===== config.mk =====
export PLATFORM = sky130hd
export DESIGN_NAME = keyboard_scancode_decoder
export DESIGN_NICKNAME = d
export VERILOG_FILES = /design/src/sv/ksd_pkg.sv /design/src/sv/keyboard_scancode_decoder.sv
export SDC_FILE = /design/constraint.sdc
export NUM_CORES = 1
export LEC_CHECK = 0
export BUFFER_PORTS_ARGS = -buffer_cell sky130_fd_sc_hd__buf_4
export CAP_MARGIN = 20
export CORE_MARGIN = 5
export CORE_UTILIZATION = 40
export CTS_CLUSTER_DIAMETER = 200
export DETAILED_ROUTE_END_ITERATION = 10
export PLACE_DENSITY_LB_ADDON = 0.05
export SYNTH_ARGS = -nofsm -noshare
export SYNTH_HDL_FRONTEND = slang
export SYNTH_SLANG_ARGS = --single-unit

===== constraint.sdc =====
create_clock -name clk_i -period 4.3 [get_ports clk_i]
set_clock_uncertainty 0.2 [all_clocks]
set_input_delay 0.645 -clock clk_i [delete_from_list [all_inputs] [get_ports clk_i]]
set_output_delay 0.645 -clock clk_i [all_outputs]
set_load 0.05 [all_outputs]

===== src/sv/ksd_pkg.sv =====
// ----------------------------------------------------------------------------
// ksd_pkg
// Shared constants for the keyboard scancode decoder: set-1 scancodes,
// event codes and the Nordic CP437 layout tables.
// ----------------------------------------------------------------------------
package ksd_pkg;

  localparam int unsigned ScWidth    = 8;
  localparam int unsigned EventWidth = 3;
  localparam int unsigned CharWidth  = 8;
  localparam int unsigned TableLen   = 90;
  localparam int unsigned TableIdxW  = $clog2(TableLen);

  localparam int unsigned InDataWidth  = 8;
  localparam int unsigned OutDataWidth = 16;

  typedef logic [ScWidth-1:0]    scancode_t;
  typedef logic [EventWidth-1:0] key_event_t;
  typedef logic [CharWidth-1:0]  char_t;

  // Set-1 scancodes
  localparam scancode_t SC_LSHIFT_MAKE   = 8'h2A;
  localparam scancode_t SC_LSHIFT_BREAK  = 8'hAA;
  localparam scancode_t SC_RSHIFT_MAKE   = 8'h36;
  localparam scancode_t SC_RSHIFT_BREAK  = 8'hB6;
  localparam scancode_t SC_LCTRL_MAKE    = 8'h1D;
  localparam scancode_t SC_LCTRL_BREAK   = 8'h9D;
  localparam scancode_t SC_CAPS_MAKE     = 8'h3A;
  localparam scancode_t SC_X_MAKE        = 8'h2D;
  localparam scancode_t SC_ENTER_MAKE    = 8'h1C;
  localparam scancode_t SC_DELETE_MAKE   = 8'h53;
  localparam scancode_t SC_LEFT_MAKE     = 8'h4B;
  localparam scancode_t SC_RIGHT_MAKE    = 8'h4D;
  localparam scancode_t SC_BKSP_MAKE     = 8'h0E;

  // Event codes
  localparam key_event_t EV_NONE      = 3'd0;
  localparam key_event_t EV_CHAR      = 3'd1;
  localparam key_event_t EV_ENTER     = 3'd2;
  localparam key_event_t EV_BACKSPACE = 3'd3;
  localparam key_event_t EV_DELETE    = 3'd4;
  localparam key_event_t EV_LEFT      = 3'd5;
  localparam key_event_t EV_RIGHT     = 3'd6;
  localparam key_event_t EV_EXIT      = 3'd7;

  localparam char_t CH_PRINTABLE_MIN = 8'h20;
  localparam char_t CH_LOWER_A       = 8'h61;
  localparam char_t CH_LOWER_Z       = 8'h7A;
  localparam char_t CH_LOWER_ARING   = 8'h86;
  localparam char_t CH_LOWER_AE      = 8'h91;

  localparam char_t PLAIN_MAP [TableLen] = '{
    8'h00, 8'h1B, 8'h31, 8'h32, 8'h33, 8'h34, 8'h35, 8'h36, 8'h37, 8'h38,
    8'h39, 8'h30, 8'h2B, 8'h5C, 8'h08, 8'h09, 8'h71, 8'h77, 8'h65, 8'h72,
    8'h74, 8'h79, 8'h75, 8'h69, 8'h6F, 8'h70, 8'h86, 8'h5E, 8'h0A, 8'h00,
    8'h61, 8'h73, 8'h64, 8'h66, 8'h67, 8'h68, 8'h6A, 8'h6B, 8'h6C, 8'hF8,
    8'h91, 8'h7C, 8'h00, 8'h27, 8'h7A, 8'h78, 8'h63, 8'h76, 8'h62, 8'h6E,
    8'h6D, 8'h2C, 8'h2E, 8'h2D, 8'h00, 8'h2A, 8'h00, 8'h20, 8'h00, 8'h00,
    8'h00, 8'h00, 8'h00, 8'h00, 8'h00, 8'h00, 8'h00, 8'h00, 8'h00, 8'h00,
    8'h00, 8'h00, 8'h37, 8'h38, 8'h39, 8'h2D, 8'h34, 8'h35, 8'h36, 8'h2B,
    8'h31, 8'h32, 8'h33, 8'h30, 8'h2E, 8'h00, 8'h00, 8'h3C, 8'h00, 8'h00
  };

  localparam char_t SHIFT_MAP [TableLen] = '{
    8'h00, 8'h1B, 8'h21, 8'h22, 8'h23, 8'h24, 8'h25, 8'h26, 8'h2F, 8'h28,
    8'h29, 8'h3D, 8'h3F, 8'h60, 8'h08, 8'h09, 8'h51, 8'h57, 8'h45, 8'h52,
    8'h54, 8'h59, 8'h55, 8'h49, 8'h4F, 8'h50, 8'h8F, 8'h2A, 8'h0A, 8'h00,
    8'h41, 8'h53, 8'h44, 8'h46, 8'h47, 8'h48, 8'h4A, 8'h4B, 8'h4C, 8'hF8,
    8'h92, 8'h15, 8'h00, 8'h5C, 8'h5A, 8'h58, 8'h43, 8'h56, 8'h42, 8'h4E,
    8'h4D, 8'h3B, 8'h3A, 8'h5F, 8'h00, 8'h2A, 8'h00, 8'h20, 8'h00, 8'h00,
    8'h00, 8'h00, 8'h00, 8'h00, 8'h00, 8'h00, 8'h00, 8'h00, 8'h00, 8'h00,
    8'h00, 8'h00, 8'h37, 8'h38, 8'h39, 8'h2D, 8'h34, 8'h35, 8'h36, 8'h2B,
    8'h31, 8'h32, 8'h33, 8'h30, 8'h2E, 8'h00, 8'h00, 8'h3E, 8'h00, 8'h00
  };

endpackage


===== src/sv/keyboard_scancode_decoder.sv =====
// ----------------------------------------------------------------------------
// keyboard_scancode_decoder
// Set-1 scancode to key event decoder with Nordic CP437 layout, tracking
// shift, control and caps lock.
//
//   channel  dir  tdata fields (low bit first)          width
//   s_axis   in   scancode[7:0]                          8
//   m_axis   out  key_event[2:0], character[10:3]        16
//
// One beat per cycle sustained while the output is not stalled; an input beat
// passes the input register, then is decoded into the result register.
// The modifier and caps lock flags update as a beat enters the result register.
// Reset clears both valid flags and all modifier flags.
// A stalled output holds its beat; the input register holds while it cannot
// advance, and s_axis_tready_o drops only when both stages are full.
// ----------------------------------------------------------------------------
module keyboard_scancode_decoder (
  input  logic                                clk_i,
  input  logic                                rst_ni,
  input  logic                                s_axis_tvalid_i,
  output logic                                s_axis_tready_o,
  input  logic [ksd_pkg::InDataWidth-1:0]     s_axis_tdata_i,  // scancode[7:0]
  output logic                                m_axis_tvalid_o,
  input  logic                                m_axis_tready_i,
  output logic [ksd_pkg::OutDataWidth-1:0]    m_axis_tdata_o   // key_event[2:0], character[10:3]
);

  logic                 in_valid_q;
  ksd_pkg::scancode_t   sc_q;
  logic                 out_valid_q;
  ksd_pkg::key_event_t  event_q, event_d;
  ksd_pkg::char_t       char_q, char_d;

  logic lshift_q, lshift_d;
  logic rshift_q, rshift_d;
  logic lctrl_q, lctrl_d;
  logic caps_q, caps_d;

  logic out_adv;
  logic in_adv;

  logic [ksd_pkg::TableIdxW-1:0] idx;
  logic                          in_table;
  ksd_pkg::char_t                base;
  ksd_pkg::char_t                shifted;
  ksd_pkg::char_t                ch;
  logic                          is_letter;
  logic                          use_shift;

  assign out_adv         = !out_valid_q || m_axis_tready_i;
  assign in_adv          = in_valid_q && out_adv;
  assign s_axis_tready_o = !in_valid_q || out_adv;

  assign idx      = sc_q[ksd_pkg::TableIdxW-1:0];
  assign in_table = (sc_q < ksd_pkg::ScWidth'(ksd_pkg::TableLen));
  assign base     = in_table ? ksd_pkg::PLAIN_MAP[idx] : '0;
  assign shifted  = in_table ? ksd_pkg::SHIFT_MAP[idx] : '0;

  assign is_letter = ((base >= ksd_pkg::CH_LOWER_A) && (base <= ksd_pkg::CH_LOWER_Z))
                  || (base == ksd_pkg::CH_LOWER_ARING) || (base == ksd_pkg::CH_LOWER_AE);
  assign use_shift = (lshift_q || rshift_q) ^ (is_letter && caps_q);
  assign ch        = use_shift ? shifted : base;

  always_comb begin
    lshift_d = lshift_q;
    rshift_d = rshift_q;
    lctrl_d  = lctrl_q;
    caps_d   = caps_q;
    event_d  = ksd_pkg::EV_NONE;
    char_d   = '0;
    unique case (sc_q)
      ksd_pkg::SC_LSHIFT_MAKE:  lshift_d = 1'b1;
      ksd_pkg::SC_LSHIFT_BREAK: lshift_d = 1'b0;
      ksd_pkg::SC_RSHIFT_MAKE:  rshift_d = 1'b1;
      ksd_pkg::SC_RSHIFT_BREAK: rshift_d = 1'b0;
      ksd_pkg::SC_LCTRL_MAKE:   lctrl_d  = 1'b1;
      ksd_pkg::SC_LCTRL_BREAK:  lctrl_d  = 1'b0;
      ksd_pkg::SC_CAPS_MAKE:    caps_d   = !caps_q;
      ksd_pkg::SC_ENTER_MAKE:   event_d  = ksd_pkg::EV_ENTER;
      ksd_pkg::SC_BKSP_MAKE:    event_d  = ksd_pkg::EV_BACKSPACE;
      ksd_pkg::SC_DELETE_MAKE:  event_d  = ksd_pkg::EV_DELETE;
      ksd_pkg::SC_LEFT_MAKE:    event_d  = ksd_pkg::EV_LEFT;
      ksd_pkg::SC_RIGHT_MAKE:   event_d  = ksd_pkg::EV_RIGHT;
      default: begin
        if (sc_q[ksd_pkg::ScWidth-1]) begin
          event_d = ksd_pkg::EV_NONE;
        end else if ((sc_q == ksd_pkg::SC_X_MAKE) && lctrl_q) begin
          event_d = ksd_pkg::EV_EXIT;
        end else if (ch >= ksd_pkg::CH_PRINTABLE_MIN) begin
          event_d = ksd_pkg::EV_CHAR;
          char_d  = ch;
        end
      end
    endcase
  end

  always_ff @(posedge clk_i or negedge rst_ni) begin
    if (!rst_ni) begin
      in_valid_q  <= 1'b0;
      out_valid_q <= 1'b0;
      lshift_q    <= 1'b0;
      rshift_q    <= 1'b0;
      lctrl_q     <= 1'b0;
      caps_q      <= 1'b0;
    end else begin
      if (s_axis_tready_o) begin
        in_valid_q <= s_axis_tvalid_i;
      end
      if (out_adv) begin
        out_valid_q <= in_valid_q;
      end
      if (in_adv) begin
        lshift_q <= lshift_d;
        rshift_q <= rshift_d;
        lctrl_q  <= lctrl_d;
        caps_q   <= caps_d;
      end
    end
  end

  always_ff @(posedge clk_i) begin
    if (s_axis_tready_o && s_axis_tvalid_i) begin
      sc_q <= s_axis_tdata_i[ksd_pkg::ScWidth-1:0];
    end
    if (in_adv) begin
      event_q <= event_d;
      char_q  <= char_d;
    end
  end

  assign m_axis_tvalid_o = out_valid_q;
  assign m_axis_tdata_o  = {{(ksd_pkg::OutDataWidth - ksd_pkg::EventWidth
                              - ksd_pkg::CharWidth){1'b0}}, char_q, event_q};

  a_char_only_on_char_event: assert property (@(posedge clk_i) disable iff (!rst_ni)
    (out_valid_q && (event_q != ksd_pkg::EV_CHAR)) |-> (char_q == '0))
    else $error("character set without a character event");

  a_char_printable: assert property (@(posedge clk_i) disable iff (!rst_ni)
    (out_valid_q && (event_q == ksd_pkg::EV_CHAR)) |-> (char_q >= ksd_pkg::CH_PRINTABLE_MIN))
    else $error("nonprintable character emitted");

  a_flags_hold: assert property (@(posedge clk_i) disable iff (!rst_ni)
    !in_adv |=> $stable({lshift_q, rshift_q, lctrl_q, caps_q}))
    else $error("modifier flags changed without a beat");

  a_caps_toggle: assert property (@(posedge clk_i) disable iff (!rst_ni)
    (in_adv && (sc_q == ksd_pkg::SC_CAPS_MAKE)) |=> (caps_q != $past(caps_q)))
    else $error("caps lock did not toggle");

  a_stage_full_holds_output: assert property (@(posedge clk_i) disable iff (!rst_ni)
    (out_valid_q && !m_axis_tready_i) |=> (out_valid_q && $stable(m_axis_tdata_o)))
    else $error("stalled result register changed");

endmodule

* Yosys cells after proc, flatten, opt, wreduce, memory -nomap -nowiden
Memories as Yosys holds them, arrays and structs flattened. Index checks and enable logic that the tools add are counted.
Storage, ports and cells: RAM bits 0, input port bits 12, register bits 25, bits in read-only memories 2048, latch bits 0, word-level logic and storage cells 70, memories kept 2, output and inout port bits 18
Cells by class: bitwise operators 3, multipliers 0, reduce and logical (&&, ||, !) cells 22, $add $sub $neg 0, divide/modulo/power cells 0, magnitude comparators 5, eq/ne operators 15, shift-type cells 0, muxes and demuxes 14
Memories:
- (no name shown) | depth 128, bits a word 8, read ports 1, clocked after memory_dff 0, wr ports 0, line keyboard_scancode_decoder.sv:57 | assign shifted = in_table ? ksd_pkg::SHIFT_MAP[idx] : '0;
- (no name shown) | depth 128, bits a word 8, read ports 1, clocked after memory_dff 0, wr ports 0, line keyboard_scancode_decoder.sv:56 | assign base = in_table ? ksd_pkg::PLAIN_MAP[idx] : '0;
Operator list (count):
- 2-to-1 mux 8 bit | 7
- equality test 8 bit, second input constant | 5
- equality test 8 x 6 -> 1 bit, second input constant | 4
- equality test 8 x 7 -> 1 bit, second input constant | 3
- one-hot mux 3 bit (6 select lines) | 1
- equality test 8 x 5 -> 1 bit, second input constant | 2
- OR reduction 15 bit | 1
- equality test 8 x 4 -> 1 bit, second input constant | 1
- >= comparator 8 x 6 -> 1 bit, second input constant | 1
- >= comparator 8 x 7 -> 1 bit, second input constant | 1
- >= comparator 8 bit, second input constant | 1
- less-or-equal comparator 8 x 7 -> 1 bit, second input constant | 1
- less-than comparator 8 x 7 -> 1 bit, second input constant | 1
- NOT 7 -> 8 bit | 1
- AND reduction 2 bit | 4
- OR reduction 7 bit | 1
- 2-to-1 mux 3 bit | 2
- one-hot mux 1 bit (2 select lines) | 3
- nonzero test 2 bit | 3
- logical AND 1 bit | 5
- logical OR 1 bit | 5
- zero test 1 bit | 3
- 2-to-1 mux 1 bit | 1
- NOT 1 bit | 1
- XOR 1 bit | 1

* Logic depth before layout (Yosys ltp)
word-level depth 17, mapped depth 15, gate-level depth less buffers 11

* Worst setup path before layout
No wires, ideal clock.
path kind register to register, start register sc_q[1], end register char_q[3], data pin, path buffers 3, period minus slack after synthesis 3914 ps, path slack 386 ps, arrival time 3448 ps, data required time 3834 ps, library setup time 266 ps, cell stages (with the launch flop) 15, path through edfxtp_1 > buf_2 > inv_1 > ha_1 > buf_2 > and2_1 > o311ai_1 > a31oi_1 > o41ai_2 > or4b_4 > o211a_2 > a31oi_4 > buf_6 > o211ai_1 > nor3b_1
Between the ends: cells in the longest elaborated chain, start to end 15, elaborated cells on any way between the ends 37, classes of those cells order compare: 4; eq/ne: 15; mux: 7; bitwise: 3; reduce/logical: 6; memory: 2
Ends and longest elaborated chain:
- from (decl) | line keyboard_scancode_decoder.sv:29 | ksd_pkg::scancode_t sc_q;
- from (signal assigned) | line keyboard_scancode_decoder.sv:123 | sc_q <= s_axis_tdata_i[ksd_pkg::ScWidth-1:0];
- NOT 7 -> 8 bit (not written as such) | line keyboard_scancode_decoder.sv:56, keyboard_scancode_decoder.sv:57
- memory (128 x 8 bit)
- 2-to-1 mux 8 bit (not written as such) (2 in series) | line keyboard_scancode_decoder.sv:56
- 2-to-1 mux 8 bit | line keyboard_scancode_decoder.sv:56
- >= comparator 8 x 7 -> 1 bit / less-or-equal comparator 8 x 7 -> 1 bit (equally long branches) | line keyboard_scancode_decoder.sv:59 | assign is_letter = ((base >= ksd_pkg::CH_LOWER_A) && (base <= ksd_pkg::CH_LOWER_Z))
- logical AND 1 bit | line keyboard_scancode_decoder.sv:59
- logical OR 1 bit (2 in series) | line keyboard_scancode_decoder.sv:60 | || (base == ksd_pkg::CH_LOWER_ARING) || (base == ksd_pkg::CH_LOWER_AE);
- logical AND 1 bit | line keyboard_scancode_decoder.sv:61 | assign use_shift = (lshift_q || rshift_q) ^ (is_letter && caps_q);
- XOR 1 bit | line keyboard_scancode_decoder.sv:61
- 2-to-1 mux 8 bit | line keyboard_scancode_decoder.sv:62 | assign ch = use_shift ? shifted : base;
- >= comparator 8 x 6 -> 1 bit | line keyboard_scancode_decoder.sv:89 | end else if (ch >= ksd_pkg::CH_PRINTABLE_MIN) begin
- NOT 1 bit (no source line)
- OR reduction 15 bit (no source line)
- to (signal assigned) | line keyboard_scancode_decoder.sv:127 | char_q <= char_d;
- to (decl) | line keyboard_scancode_decoder.sv:32 | ksd_pkg::char_t char_q, char_d;
Parallel ways exist; a longest one is shown, timed or not. The select of a mux whose other input is x is not followed. A chain may end at the register's enable or synchronous reset.

* Final worst setup path
start register sc_q[1], end register char_q[0], data pin
The elaborated chain is that of the path after synthesis.

==> impl_metrics.env <==
export IMPL_cts_tree="built"
export IMPL_cts_buffer_depth=2
export IMPL_core_area_um2=7610
export IMPL_worst_skew_pair_late_latency_ns=0.27
export IMPL_rrSetupSlack_ns=0.31
export IMPL_crit_fanout=14
export IMPL_track_usage=0.216
export IMPL_fmax_ghz=0.251
export IMPL_crit_path_cell_trace="inv_1 > buf_4 > ha_1 > buf_4 > nor2b_1 > o22ai_1 > a221oi_1 > o221ai_1 > or4b_4 > o211ai_1 > nor4_4 > or4_1 > a21oi_1"
export IMPL_synthArstFlopShare=0.240
export IMPL_cts_root_buf="clkbuf_8"
export IMPL_path_delay_family="simple AND/OR/NAND/NOR gates"
export IMPL_synth_edf_count=19
export IMPL_synth_top_area_share=0.185
export IMPL_yosysMostFrequentCell="nand2_1"
export IMPL_drive_gt1_frac=0.207
export IMPL_crit_top_cell="buf_4"
export IMPL_die_h_um=97.9
export IMPL_synth_mux_area_fraction=0.0624
export IMPL_worstHoldEndpoint="m_axis_tvalid_o"
export IMPL_critPathBufInv=3
export IMPL_maxSlewHeadroom=0.572
export IMPL_drt_wirelength_per_cell_um=21.0
export IMPL_slowest_delay_ns=0.58
export IMPL_ys_ff_latch=25
export IMPL_die_w_um=97.9
export IMPL_grt_pass1_wl_um=16700
export IMPL_synthTopCellsByArea="edfxtp_1, dfrtp_1, ha_1"
export IMPL_htree_levels=1
export IMPL_clkTransAtPathRegs_ns=0.10
export IMPL_grt_start_max_net_pins=57
export IMPL_period_needed_ns=3.99
export IMPL_worstSetupEndpointType="register"
export IMPL_synth_xor_xnor_area_share=0.00567
export IMPL_peakVddDrop_v=0.000111
export IMPL_gr_total_overflow=0
export IMPL_drt_first_pass_iters=5
export IMPL_synth_fa_ha_area_frac=0.0405
export IMPL_vias=3102
export IMPL_die_area_um2=9580
export IMPL_gp_congestion=0.985
export IMPL_grt_pass1_vias=2966
export IMPL_leakagePower_nw=1.36
export IMPL_ys_seq_area_frac=0.233
export IMPL_syn_area_um2=3090
export IMPL_finalSetupViolCount=0
export IMPL_synth_area_per_cell_um2=8.19
export IMPL_fin_nets=424
export IMPL_synthSimpleGateAreaFrac=0.261
export IMPL_post_dp_cell_area_um2=3430
export IMPL_finalSetupTns_ns=0
export IMPL_synthTopCellsByCount="nand2_1, nor2_1, a21oi_1"
export IMPL_synth_compound_area_frac=0.306
export IMPL_detail_route_vias_per_cell=6.17
export IMPL_final_util=0.463
export IMPL_clkSinkCount=25
export IMPL_yosysWarnings=0
export IMPL_tightest_slew_ns=0.637
export IMPL_p_per_area_nw_per_um2=239
export IMPL_required_ns=4.23
export IMPL_postRouteAntennaNets=0
export IMPL_r2r_start="sc_q[1]"
export IMPL_row_count=32
export IMPL_rsz0062_at_grt="false"
export IMPL_synth_cell_types=80
export IMPL_crit_arrival_ns=3.92
export IMPL_drt_iter0_drc=323
export IMPL_hpwl_um=8090
export IMPL_start_kind="register"
export IMPL_maxCapViolations=0
export IMPL_worst_hold_startpoint="in_valid_q"
export IMPL_hold_viol_final=0
export IMPL_finalInstanceArea_um2=3520
export IMPL_status="complete, no violations"
export IMPL_r2r_cells=13
export IMPL_maxSlewViolCount=0
export IMPL_cts_inserted_buffers=3
export IMPL_crit_type="reg2reg"
export IMPL_hold_path_class="reg2reg"
export IMPL_io_buffers=24
export IMPL_dominantRegCellSynth="edfxtp_1"
export IMPL_ioPinCount=30
export IMPL_synth_top_family_by_area="compound AO/OA/AOI/OAI gates"
export IMPL_synth_area_leader_cell="edfxtp_1"
export IMPL_remaining_drc_errors=0
export IMPL_area_growth_pct=13.9
export IMPL_synth_cells=377
export IMPL_crit_start="sc_q[1]"
export IMPL_post_route_period_util=0.927
export IMPL_diodes=0
export IMPL_start_util=0.406
export IMPL_cp_slowest_cell="or4b_4"
export IMPL_hold_depth=1
export IMPL_n_fill_cell=776
export IMPL_antenna_found_initial=0
export IMPL_r2r_end="char_q[0]"
export IMPL_wl_um=10500
==> kinds of logic after synthesis <==
family          count (synthesis)
other cells                     1
flops                          25
simple gates                  145
fa+ha+maj                      10
compound gates                129
mux                            15
buf+inv                        50
xor+xnor                        2
==> state kept, by name, indices dropped and copies added (netlist names) <==
register,flops
m_axis_tvalid_o,1
lshift_q,1
event_q,3
in_valid_q,1
sc_q,8
lctrl_q,1
char_q,8
caps_q,1
rshift_q,1
==> area by class of cell <==
type | instances | area [µm²] | share of cell area
Tap cell | 102 | 128 | 0.0363
Clock inverter | 1 | 5.00 | 0.00142
Timing Repair Buffer | 55 | 465 | 0.132
Multi-Input combinational cell | 306 | 2120 | 0.602
Inverter | 11 | 41.3 | 0.0117
Clock buffer | 3 | 41.3 | 0.0117
Sequential cell | 25 | 721 | 0.205
==> per-layer routing <==
layer  part of all wire  wire, µm  global-route usage  vias to the layer above
li1                   -         -                   -                     1476
met1               0.45      4730               0.293                     1475
met2               0.47      4970               0.356                      129
met3              0.053       558              0.0357                       22
met4              0.026       278              0.0596                        0
met5                  0         0                   0                        -
==> power breakdown <==
group          switching (mW)  internal, mW
combinational           0.248         0.147
sequential             0.0147         0.282
clock                  0.0832        0.0651
total                   0.346         0.494
==> stage by stage <==
| step | hold WS, ns | worst slack, ns | power, mW | cells |
|---|---|---|---|---|
| after floorplan | 0.149 | 0.386 | 0.576 | 381 |
| after global placement | 0.259 | 0.215 | 0.688 | 497 |
| after detailed placement | 0.264 | 0.117 | 0.683 | 497 |
| after CTS | 0.304 | 0.110 | 0.834 | 502 |
| after global routing | 0.325 | 0.00263 | 0.882 | 503 |
| final | 0.299 | 0.315 | 0.841 | 503 |
==> worst reg2reg max path, stage by stage (launching register included) <==
cell	delay, ns
edfxtp_1	0.48
inv_1	0.11
buf_4	0.16
ha_1	0.25
buf_4	0.22
nor2b_1	0.19
o22ai_1	0.10
a221oi_1	0.34
o221ai_1	0.27
or4b_4	0.58
o211ai_1	0.18
nor4_4	0.13
or4_1	0.50
a21oi_1	0.13
==> placed cells by master (no fill, tap or decap), types with 3 or more instances in the layout <==
master	n
buf_4	50
nand2_1	31
nor2_1	28
a21oi_1	23
o21ai_0	22
edfxtp_1	19
nand2b_1	16
nor3_1	11
nor2b_1	9
ha_1	9
inv_1	8
mux2i_1	8
o211ai_1	8
or3_1	7
and3_1	6
a31oi_1	6
a211oi_1	6
dfrtp_1	6
and2_1	5
a221oi_1	5
nand3_1	5
o221ai_1	5
conb_1	5
o22ai_1	4
o21ai_1	4
o31ai_1	4
mux2_2	4
buf_12	4
nand4_1	3
o32ai_1	3
o31a_1	3
nor4_1	3
o21a_1	3
mux4_2	3
clkbuf_8	3
==> worst max-delay path by stage <==
stage                           end  slack (ns)  cells past startpoint
after global placement    char_q[4]        0.21                     10
after global routing      char_q[3]       0.003                     13
final                     char_q[0]        0.31                     13
after floorplan           char_q[3]        0.39                     14
after CTS                 char_q[4]        0.11                     11
after detailed placement  char_q[4]        0.12                     11
==> repair_timing <==
action / in CTS / in global routing
setup endpoints to repair: 0 / 7
hold buffers: 1 / 0
endpoints found under the hold margin: 6 / 0
gates resized for setup: 0 / 2
buffers inserted: 0 / 1
Note: power is estimated with default switching activity, not from simulation.
